File: src/design/assert_macros.svh
// ----------------------------------------------------------------------------
// assert_macros.svh
// Concurrent assertion helpers shared by the UTF-8 decoder modules.
// ----------------------------------------------------------------------------
`ifndef ASSERT_MACROS_SVH
`define ASSERT_MACROS_SVH

`ifndef SYNTH
// Property must hold at every clock edge outside reset.
`define CHK_PROP(lbl, clk_s, rst_s, prop, msg) \
  lbl: assert property (@(posedge clk_s) disable iff (rst_s) (prop)) else $error(msg);
// Expression must never be true outside reset.
`define CHK_NEVER(lbl, clk_s, rst_s, expr, msg) \
  lbl: assert property (@(posedge clk_s) disable iff (rst_s) !(expr)) else $error(msg);
`else
`define CHK_PROP(lbl, clk_s, rst_s, prop, msg)
`define CHK_NEVER(lbl, clk_s, rst_s, expr, msg)
`endif

`endif

File: src/design/u8dec_pkg.sv
// ----------------------------------------------------------------------------
// u8dec_pkg
// Types, constants and helpers shared by the UTF-8 stream decoder.
// ----------------------------------------------------------------------------
`timescale 1ns / 1ps

package u8dec_pkg;

  localparam int CP_W            = 21;
  localparam int MAX_RES         = 4;
  localparam int QUEUE_DEPTH_DEF = 2;

  localparam logic [7:0] ESC_HIGH   = 8'hDC;  // escape base 0xDC00, upper byte
  localparam logic [7:0] LEAD_MIN   = 8'hC2;
  localparam logic [7:0] LEAD_LIMIT = 8'hF5;
  localparam logic [7:0] LEAD_E0    = 8'hE0;
  localparam logic [7:0] LEAD_F0    = 8'hF0;
  localparam logic [7:0] LEAD_F4    = 8'hF4;
  localparam logic [7:0] CONT_A0    = 8'hA0;
  localparam logic [7:0] CONT_90    = 8'h90;
  localparam logic [7:0] ASCII_LIM  = 8'h80;

  typedef struct packed {
    logic [CP_W-1:0] code_point;
    logic            escaped;
  } u8dec_res_t;

  // One classified request: up to four results, delivered in slot order.
  typedef struct packed {
    logic [2:0]                num;
    u8dec_res_t [MAX_RES-1:0]  res;
  } u8dec_job_t;

  function automatic u8dec_res_t escape_res(input logic [7:0] b);
    u8dec_res_t r;
    r.code_point = {5'b0, ESC_HIGH, b};
    r.escaped    = 1'b1;
    return r;
  endfunction

endpackage

File: src/design/u8dec_front.sv
// ----------------------------------------------------------------------------
// u8dec_front
// Accepts bytes, tracks the pending sequence and classifies each request
// into a job of zero to four results.
// ----------------------------------------------------------------------------
`timescale 1ns / 1ps
`include "assert_macros.svh"

module u8dec_front
  import u8dec_pkg::*;
(
  input  logic        clk,
  input  logic        rst,
  input  logic        byte_valid,
  output logic        byte_ready,
  input  logic [7:0]  in_byte,
  input  logic        end_of_stream,
  input  logic        q_full,
  output logic        push,
  output u8dec_job_t  job
);

  logic [7:0] pending_bytes [3];
  logic [1:0] pending_count;
  logic [1:0] pending_count_next;

  logic       accept;
  logic [7:0] lead;
  logic       ok;
  logic [2:0] need;
  logic [2:0] cnt_plus;
  logic       complete;
  logic [1:0] flush_n;
  logic       has_tail;
  u8dec_res_t tail;
  logic       wr_en;
  logic [1:0] wr_idx;
  logic [CP_W-1:0] cp_seq;

  assign byte_ready = !q_full;
  assign accept     = byte_valid && byte_ready;

  always_comb begin
    lead     = pending_bytes[0];
    cnt_plus = {1'b0, pending_count} + 3'd1;
    ok       = (in_byte[7:6] == 2'b10);
    if (pending_count == 2'd1) begin
      if (lead == LEAD_E0 && in_byte < CONT_A0) ok = 1'b0;
      if (lead == LEAD_F0 && in_byte < CONT_90) ok = 1'b0;
      if (lead == LEAD_F4 && in_byte >= CONT_90) ok = 1'b0;
    end
    if (lead < LEAD_E0) begin
      need   = 3'd2;
      cp_seq = {10'b0, lead[4:0], in_byte[5:0]};
    end else if (lead < LEAD_F0) begin
      need   = 3'd3;
      cp_seq = {5'b0, lead[3:0], pending_bytes[1][5:0], in_byte[5:0]};
    end else begin
      need   = 3'd4;
      cp_seq = {lead[2:0], pending_bytes[1][5:0], pending_bytes[2][5:0], in_byte[5:0]};
    end
    complete = ok && (cnt_plus == need);

    flush_n            = 2'd0;
    has_tail           = 1'b0;
    tail.code_point    = cp_seq;
    tail.escaped       = 1'b0;
    wr_en              = 1'b0;
    wr_idx             = 2'd0;
    pending_count_next = pending_count;

    if (end_of_stream) begin
      flush_n            = pending_count;
      pending_count_next = 2'd0;
    end else if (pending_count != 2'd0 && ok) begin
      if (complete) begin
        has_tail           = 1'b1;
        pending_count_next = 2'd0;
      end else begin
        wr_en              = 1'b1;
        wr_idx             = pending_count;
        pending_count_next = cnt_plus[1:0];
      end
    end else begin
      // With nothing pending, or a broken sequence flushed, the byte starts afresh.
      flush_n = pending_count;
      if (in_byte < ASCII_LIM) begin
        has_tail           = 1'b1;
        tail.code_point    = {13'b0, in_byte};
        pending_count_next = 2'd0;
      end else if (in_byte < LEAD_MIN || in_byte >= LEAD_LIMIT) begin
        has_tail           = 1'b1;
        tail               = escape_res(in_byte);
        pending_count_next = 2'd0;
      end else begin
        wr_en              = 1'b1;
        wr_idx             = 2'd0;
        pending_count_next = 2'd1;
      end
    end

    for (int j = 0; j < 3; j++) begin
      job.res[j] = (2'(j) < flush_n) ? escape_res(pending_bytes[j]) : tail;
    end
    job.res[3] = tail;
    job.num    = {1'b0, flush_n} + {2'b0, has_tail};
  end

  assign push = accept && (job.num != 3'd0);

  always_ff @(posedge clk) begin
    if (rst) begin
      pending_count <= 2'd0;
    end else if (accept) begin
      pending_count <= pending_count_next;
    end
  end

  always_ff @(posedge clk) begin
    if (accept && wr_en) begin
      pending_bytes[wr_idx] <= in_byte;
    end
  end

  `CHK_PROP(a_eos_empties, clk, rst, accept && end_of_stream |=> pending_count == 2'd0, "end of stream left bytes pending")
  `CHK_NEVER(a_job_size, clk, rst, push && job.num > 3'd4, "job holds more than four results")

endmodule

File: src/design/u8dec_queue.sv
// ----------------------------------------------------------------------------
// u8dec_queue
// Short FIFO of classified jobs between the front and back parts.
// ----------------------------------------------------------------------------
`timescale 1ns / 1ps
`include "assert_macros.svh"

module u8dec_queue
  import u8dec_pkg::*;
#(
  parameter int Depth = QUEUE_DEPTH_DEF
)(
  input  logic       clk,
  input  logic       rst,
  input  logic       push,
  input  u8dec_job_t wr_job,
  input  logic       pop,
  output logic       full,
  output logic       not_empty,
  output u8dec_job_t head
);

  localparam int PtrW = (Depth > 1) ? $clog2(Depth) : 1;
  localparam int CntW = $clog2(Depth + 1);
  localparam logic [PtrW-1:0] LastIdx = PtrW'(Depth - 1);

  u8dec_job_t       slots [Depth];
  logic [PtrW-1:0]  wr_ptr;
  logic [PtrW-1:0]  rd_ptr;
  logic [CntW-1:0]  count;

  assign full      = (count == CntW'(Depth));
  assign not_empty = (count != '0);
  assign head      = slots[rd_ptr];

  always_ff @(posedge clk) begin
    if (rst) begin
      wr_ptr <= '0;
      rd_ptr <= '0;
      count  <= '0;
    end else begin
      if (push) wr_ptr <= (wr_ptr == LastIdx) ? '0 : wr_ptr + 1'b1;
      if (pop)  rd_ptr <= (rd_ptr == LastIdx) ? '0 : rd_ptr + 1'b1;
      if (push && !pop)      count <= count + 1'b1;
      else if (pop && !push) count <= count - 1'b1;
    end
  end

  always_ff @(posedge clk) begin
    if (push) begin
      slots[wr_ptr] <= wr_job;
    end
  end

  `CHK_NEVER(a_no_overflow, clk, rst, push && full, "push into a full job queue")
  `CHK_NEVER(a_no_underflow, clk, rst, pop && !not_empty, "pop from an empty job queue")

endmodule

File: src/design/u8dec_back.sv
// ----------------------------------------------------------------------------
// u8dec_back
// Walks the head job one result per cycle while result_ready is high and drives the result channel.
// ----------------------------------------------------------------------------
`timescale 1ns / 1ps
`include "assert_macros.svh"

module u8dec_back
  import u8dec_pkg::*;
(
  input  logic            clk,
  input  logic            rst,
  input  logic            q_valid,
  input  u8dec_job_t      head,
  output logic            pop,
  output logic            result_valid,
  input  logic            result_ready,
  output logic [CP_W-1:0] code_point,
  output logic            escaped,
  output logic            last
);

  logic [1:0] idx;
  logic [1:0] idx_next;
  logic       taken;

  assign result_valid = q_valid;
  assign code_point   = head.res[idx].code_point;
  assign escaped      = head.res[idx].escaped;
  assign last         = ({1'b0, idx} + 3'd1 == head.num);
  assign taken        = result_valid && result_ready;
  assign pop          = taken && last;

  always_comb begin
    idx_next = idx;
    if (taken) idx_next = last ? 2'd0 : idx + 2'd1;
  end

  always_ff @(posedge clk) begin
    if (rst) begin
      idx <= 2'd0;
    end else begin
      idx <= idx_next;
    end
  end

  `CHK_NEVER(a_idx_in_job, clk, rst, q_valid && ({1'b0, idx} >= head.num), "result index beyond job")

endmodule

File: src/design/utf8_stream_decoder_escape.sv
// ----------------------------------------------------------------------------
// utf8_stream_decoder_escape
// UTF-8 byte stream decoder that escapes invalid bytes as 0xDC00 plus byte.
// ----------------------------------------------------------------------------
// The job of a request is registered in the job queue and its first result
//   is offered once the job reaches the queue head. Throughput: one byte per
//   cycle while the queue is not full and each byte yields at most one result;
//   the back part delivers one result per cycle while result_ready is high.
// Reset (synchronous, rst high) empties the pending sequence, the job queue
//   and the result index; held bytes themselves are not cleared.
`timescale 1ns / 1ps

module utf8_stream_decoder_escape
  import u8dec_pkg::*;
#(
  parameter int QueueDepth = QUEUE_DEPTH_DEF
)(
  input  logic            clk,
  input  logic            rst,
  // Byte channel: one request per accepted byte or end-of-stream marker.
  input  logic            byte_valid,
  output logic            byte_ready,
  input  logic [7:0]      in_byte,
  input  logic            end_of_stream,
  // Result channel: code points or escapes, last marks a request's final one.
  output logic            result_valid,
  input  logic            result_ready,
  output logic [CP_W-1:0] code_point,
  output logic            escaped,
  output logic            last
);

  // The front part owns the pending-sequence state and turns every request
  // into a job: the escapes of any flushed bytes, in order, followed by at
  // most one decoded code point or escape. Requests that only extend a
  // pending sequence produce no job and never touch the queue.
  u8dec_job_t job;
  u8dec_job_t head;
  logic       push;
  logic       pop;
  logic       q_full;
  logic       q_not_empty;

  u8dec_front u_front (
    .clk           (clk),
    .rst           (rst),
    .byte_valid    (byte_valid),
    .byte_ready    (byte_ready),
    .in_byte       (in_byte),
    .end_of_stream (end_of_stream),
    .q_full        (q_full),
    .push          (push),
    .job           (job)
  );

  // The queue decouples the two sides, so a stalled result port does not
  // stop bytes from being taken until the queue has filled.
  u8dec_queue #(
    .Depth (QueueDepth)
  ) u_queue (
    .clk       (clk),
    .rst       (rst),
    .push      (push),
    .wr_job    (job),
    .pop       (pop),
    .full      (q_full),
    .not_empty (q_not_empty),
    .head      (head)
  );

  // The back part steps through the head job's results and releases the
  // job once its last result has been taken.
  u8dec_back u_back (
    .clk          (clk),
    .rst          (rst),
    .q_valid      (q_not_empty),
    .head         (head),
    .pop          (pop),
    .result_valid (result_valid),
    .result_ready (result_ready),
    .code_point   (code_point),
    .escaped      (escaped),
    .last         (last)
  );

endmodule

File: config.mk
export PLATFORM = sky130hd
export DESIGN_NAME = utf8_stream_decoder_escape
export DESIGN_NICKNAME = d
export VERILOG_FILES = /design/src/design/u8dec_pkg.sv /design/src/design/u8dec_front.sv /design/src/design/u8dec_queue.sv /design/src/design/u8dec_back.sv /design/src/design/utf8_stream_decoder_escape.sv
export VERILOG_INCLUDE_DIRS = /design/src /design/src/design
export SDC_FILE = /design/constraint.sdc
export NUM_CORES = 1
export LEC_CHECK = 0
export BUFFER_PORTS_ARGS = -buffer_cell sky130_fd_sc_hd__buf_2
export CORE_AREA = 2 2 148 121
export CTS_CLUSTER_SIZE = 28
export DETAILED_ROUTE_END_ITERATION = 7
export DIE_AREA = 0 0 150 123
export PLACE_DENSITY = 0.8
export SLEW_MARGIN = 20
export SYNTH_ARGS = -nofsm -noshare
export SYNTH_HDL_FRONTEND = slang
export SYNTH_SLANG_ARGS = --single-unit
File: constraint.sdc
create_clock -name clk -period 10.85 [get_ports clk]
set_input_delay 2.17 -clock clk [delete_from_list [all_inputs] [get_ports clk]]
set_output_delay 2.17 -clock clk [all_outputs]
set_load 0.005 [all_outputs]
# --- After elaboration in Yosys (flattened, before gate mapping) ---
# Memory sizes are Yosys's and may differ from the RTL's. A register that Yosys moved wholly into a read port is not among the register bits.
# Index checks and enable logic that the tools add are counted.
word_totals:
  ff_bits: 8
  ramBits: 206
  elab_cells: 104
  input_bits: 13
  n_memories: 2
classes:
  n_addsub: 8
  n_mux: 49
  magnitude_cmp: 12
  reduce_logical: 20
  eq_ne: 8
memory_table:
  columns: ["name", "depth", "width", "read_ports", "rd_ports_with_merged_regs", "wr", "line", "source"]
  rows:
  - ["u_queue.slots", 2, 91, 1, 1, 1, "u8dec_queue.sv:27", "u8dec_job_t slots [Depth];"]
  - ["u_front.pending_bytes", 3, 8, 3, 0, 1, "u8dec_front.sv:23", "logic [7:0] pending_bytes [3];"]
ops:
  columns: ["cell", "count"]
  rows:
  - ["$mux W22", 7]
  - ["$mux W21", 3]
  - ["$lt A8 B8 Y1 const B", 6]
  - ["$bmux W22 S2", 1]
  - ["$mux W1", 25]
  - ["$eq A8 B8 Y1 const B", 3]
  - ["$mux W2", 11]
  - ["$ge A8 B8 Y1 const B", 2]
  - ["$logic_and A1 B1 Y1", 12]
  - ["$add A2 B1 Y3 const B", 2]
  - ["$eq A3 B3 Y1", 2]
  - ["$mux W3", 2]
  - ["$reduce_bool A2 Y1", 3]
  - ["$add A2 B1 Y2 const B", 2]
  - ["$eq A2 B2 Y1 const B", 2]
  - ["$lt A1 B2 Y1 const A", 2]
  - ["$add A2 B1 Y3", 1]
  - ["$logic_not A1 Y1", 3]
  - ["$lt A2 B3 Y1 const B", 1]
  - ["$reduce_bool A3 Y1", 1]
  - ["$add A1 B1 Y1 const B", 2]
  - ["$eq A2 B1 Y1 const B", 1]
  - ["$lt A2 B2 Y1 const A", 1]
  - ["$sub A2 B1 Y2 const B", 1]
  - ["$logic_or A1 B1 Y1", 1]

# --- Depth between registers and ports, before layout ---
# An unclocked memory read counts as a cell.
depth:
  depth_word: 18
  mapped_depth: 15

# --- By module ---
# From an unflattened synthesis, not the netlist that was laid out.
hier_totals:
  hier_cells: 589
  hier_area_um2: 9639.2
modules_own_cells:
  columns: ["mod", "seq_area_each_um2", "area_each_um2", "cells_each", "n_inst"]
  rows:
  - ["u8dec_queue", 5565.3, 6809.0, 305, 1]
  - ["u8dec_front", 760.7, 2105.8, 238, 1]
  - ["u8dec_back", 40.0, 724.4, 46, 1]

# --- Least setup slack after synthesis ---
# OpenSTA, ideal clock, no wires.
synth_path:
  path_type: "input -> register"
  start: "input in_byte[2]"
  end: "memory u_queue.slots[0][0] (netlist name), enable pin"
  setup_slack_ps: 418
  t_required_ps: 10198
  t_arrival_ps: 9780
  path_buffers: 0
  cell_stages: 8
  path_cell_list: "or3_1 -> o311a_1 -> a21o_1 -> a31oi_1 -> ha_1 -> ha_1 -> nor3_1 -> nor3_1"
synth_rtl:
  columns: ["item", "line", "source"]
  rows:
  - ["start: declaration", "utf8_stream_decoder_escape.sv:23", "input logic [7:0] in_byte,"]
  - ["end: declaration", "u8dec_queue.sv:27", null]

==> metrics <==
# DRC=0; share of cells above drive strength 1=0.279; setup repair bufs after CTS=0; Place WS=4.97 ns; htree depth=1; Cell variety after synth=52; via count=4971; Flop pwr share=0.543; post-synthesis cell count=approximately 530; CP endpoint=u_queue.slots[1][87]$_DFFE_PP_; synthesized flop and latch total=215; Mapped Area=between 9000 and 10000 µm²; clk slew on worst S/H paths=0.06 ns; initial antenna violation count=0; Comb pwr share=0.087; CTS sink cnt=~220; CTS tree=built; R2R Setup Slk=roughly 6.3 ns; Setup WS post-layout=roughly 5.4 ns; CTS Buffer Depth=3; gr usage total=0.196; initial DRC count=approximately 380; Yosys warning total=0; crit path from=in_byte[4]; Worst EP required=about 11 ns; Post-Syn Nets=about 550; Final setup viols=0; final wirelength=around 18000 µm; Resize count post-CTS=0; FF-to-FF End=u_queue.slots[1][87]$_DFFE_PP_; CP Max Fanout=66; mean routed wirelength per cell=between 20 and 25 µm; Antenna diodes=0; core area=17000 µm²; Clock power frac=0.371; Max Slew Vio Count=0; clk_lat worst skew=0.49 ns; RSZ-0062 raised after global routing=false; Worst Reg-to-Reg Cells=12; FP Rows=43; worst reg2reg startpoint=u_front.pending_count[0]$_SDFFE_PP0P_; CP max-delay cell=buf_4; minimum clock period=5.47 ns; fmax=about 180 MHz; total negative slack=0 ns; global-route wire length before repair=between 20000 and 30000 µm; Post-CTS Hold Fix Bufs=0; WS Path Type=in2reg; die span in y=between 100 and 150 µm; clk root buf=clkbuf_16; period utilisation layout=0.504; peak supply drop=about 120 µV; cell-internal power=between 1 and 1.5 mW; IO Pins=38; Sw Share=0.215; die area=~18000 µm²; final instance area=slightly above 10000 µm²; drt pass-1 iters=5; Total Power=1.79 mW; Worst-Margin Slew=~1.2 ns; startpoint type of the worst setup path=input port; number of global-route vias before repair=5017; Post-DP HPWL=about 11000 µm; Post-synth ARST share=0; Placed Instance Area=~9700 µm²; Post-layout nets=around 600; CP arrival=approximately 5.6 ns; Worst path max stage delay=~0.75 ns; NetSw=about 380 µW; status=completed; slew margin rel.=0.230; Main synth FF type=edfxtp_1; die width=approximately 150 µm; Port Buffers=37; global route overflow=0; syn avg cell area=roughly 17 µm²; max cap viols=0; placed cell count=771; GP Congestion=0.862; TritonCTS buffer count=21; routed vias/inst=6.18; largest net degree at the start of global routing=67; Power Density=~170 nW/µm²; Crit. End Element=flop; Area Overhead vs Synth=11.7%; post-route insts no fill=between 800 and 900; Post-DRT Antenna Nets=0; EDFF count, synth=roughly 210; crit path cell chain=buf_2, o211ai_1, a211oi_4, nor2_1, a31oi_1, ha_1, ha_1, nor3_1, nor2_1, and2_4, buf_4; worst min path class=reg2reg; Lkg Pwr=~3.4 nW; register area share after synthesis=0.691; Fin Clk Skew=about 0.0095 ns; Starting Density=0.542; Fin. Hold Viols=0
metal layers:
metal | vias up | global-route usage | wire length, µm
met4 | 0 | 0.0542 | 397
met1 | 2563 | 0.279 | 7690
li1 | 2201 | - | -
met3 | 40 | 0.0373 | 1050
met2 | 167 | 0.317 | 8640
met5 | - | 0 | 0
worst max-delay path: cells and delay by family:
kind	cells	cell delay, ns
and+or+nand+nor	4	1.24
buffers and inverters	2	0.93
AOI/OAI and AO/OA	3	0.65
adders and majority gates	2	0.53
logic make-up after synthesis:
logic type	Yosys count	synth area share
mux	97	0.173
fa+ha+maj	7	0.00951
xor+xnor	7	0.00666
simple gates	102	0.0560
flops	215	0.691
compound gates	65	0.0458
buf+inv	35	0.0175
how the worst min path moves through the flow:
stage / start / to / cells after the start
floorplan: u_queue.count[1]$_SDFFE_PP0P_ / u_queue.count[1]$_SDFFE_PP0P_ / 2
global placement: u_queue.count[1]$_SDFFE_PP0P_ / u_queue.count[1]$_SDFFE_PP0P_ / 2
detailed placement: u_queue.rd_ptr$_SDFFE_PP0P_ / flop / 2
CTS: u_queue.count[1]$_SDFFE_PP0P_ / u_queue.count[1]$_SDFFE_PP0P_ / 2
global route: u_queue.count[1]$_SDFFE_PP0P_ / u_queue.count[1]$_SDFFE_PP0P_ / 2
finish: u_queue.count[1]$_SDFFE_PP0P_ / u_queue.count[1]$_SDFFE_PP0P_ / 2
per-stage QoR:
stage	utilization	hold WS, ns
3_3_place_gp	0.567	0.480
4_1_cts	0.605	0.534
3_5_place_dp	0.569	0.508
6_report	0.605	0.532
2_1_floorplan	-	0.467
5_1_grt	0.605	0.566
cells in the final DEF, fill, tap and decap left out, types with 2 or more instances in the layout:
cell type  synthesis  final
clkinv_1           0      3
a31oi_1            4      4
nand3_1            2      2
mux4_2            44     44
o2bb2ai_1          3      3
mux2_2            25     25
ha_1               7      7
nand4_1            2      2
xnor2_1            2      2
clkinv_2           0      2
inv_1              6      6
o21ai_1            3      3
a21oi_2            2      2
buf_4              1      9
mux2i_1           12     12
buf_2              9     37
nand2b_1           3      3
clkbuf_16          0     21
nor3_1             4      3
edfxtp_1         206    206
o211ai_1           2      2
nor2_1            37     37
nand3b_1           2      2
and3_1            17     17
nand2_1           16     16
or3_1              4      4
dfxtp_1            9      7
mux2_1            10     10
mux2_4             6      6
o21ai_0           26     26
and2_1             7      6
xor2_1             5      5
a21oi_1           12     12
clkbuf_1          17      6
power groups by stage:
stage | clock (mW) | sequential, mW | combinational, mW
floorplan | 0 | 0.981 | 0.111
global placement | 0 | 0.985 | 0.147
detailed placement | 0 | 0.988 | 0.155
CTS | 0.673 | 0.970 | 0.156
global route | 0.706 | 0.973 | 0.169
finish | 0.662 | 0.970 | 0.155
cells in the mapped netlist, types with 2 or more instances:
| library cell | count | share of area |
|---|---|---|
| edfxtp_1 | 206 | 0.67 |
| nand2_1 | 16 | 0.0065 |
| nor3_1 | 4 | 0.0022 |
| nor4b_1 | 2 | 0.0019 |
| mux2i_1 | 12 | 0.013 |
| nand2b_1 | 3 | 0.0020 |
| o211ai_1 | 2 | 0.0016 |
| nand4_1 | 2 | 0.0014 |
| and3_1 | 17 | 0.012 |
| clkbuf_1 | 17 | 0.0069 |
| mux2_4 | 6 | 0.0098 |
| and2_1 | 7 | 0.0048 |
| buf_2 | 9 | 0.0049 |
| a31oi_1 | 4 | 0.0027 |
| ha_1 | 7 | 0.0095 |
| o2bb2ai_1 | 3 | 0.0029 |
| a21oi_1 | 12 | 0.0065 |
| o21ai_0 | 26 | 0.014 |
| mux4_2 | 44 | 0.11 |
| mux2_1 | 10 | 0.012 |
| xnor2_1 | 2 | 0.0019 |
| nand3_1 | 2 | 0.0011 |
| inv_1 | 6 | 0.0024 |
| or3_1 | 4 | 0.0027 |
| xor2_1 | 5 | 0.0048 |
| o21ai_1 | 3 | 0.0016 |
| buf_6 | 2 | 0.0024 |
| nand3b_1 | 2 | 0.0016 |
| mux2_2 | 25 | 0.031 |
| a21oi_2 | 2 | 0.0019 |
| dfxtp_1 | 9 | 0.020 |
| nor2_1 | 37 | 0.015 |
area by class of cell:
type	instances	area [µm²]
Inverter	6	22.5
Sequential cell	215	6370
Timing Repair Buffer	47	280
Clock buffer	27	548
Multi-Input combinational cell	278	2730
Fill cell	1264	6710
Clock inverter	7	60.1
Tap cell	225	282
registers in the layout, summed over array words and instances (netlist names), named ones only:
name and flops:
u_back.idx 2, u_queue.rd_ptr 1, u_front.pending_count 2, u_queue.wr_ptr 1, u_queue.count 2, u_front.pending_bytes 24
u_queue.slots 182
No activity file was read; power rests on OpenSTA's default activity.
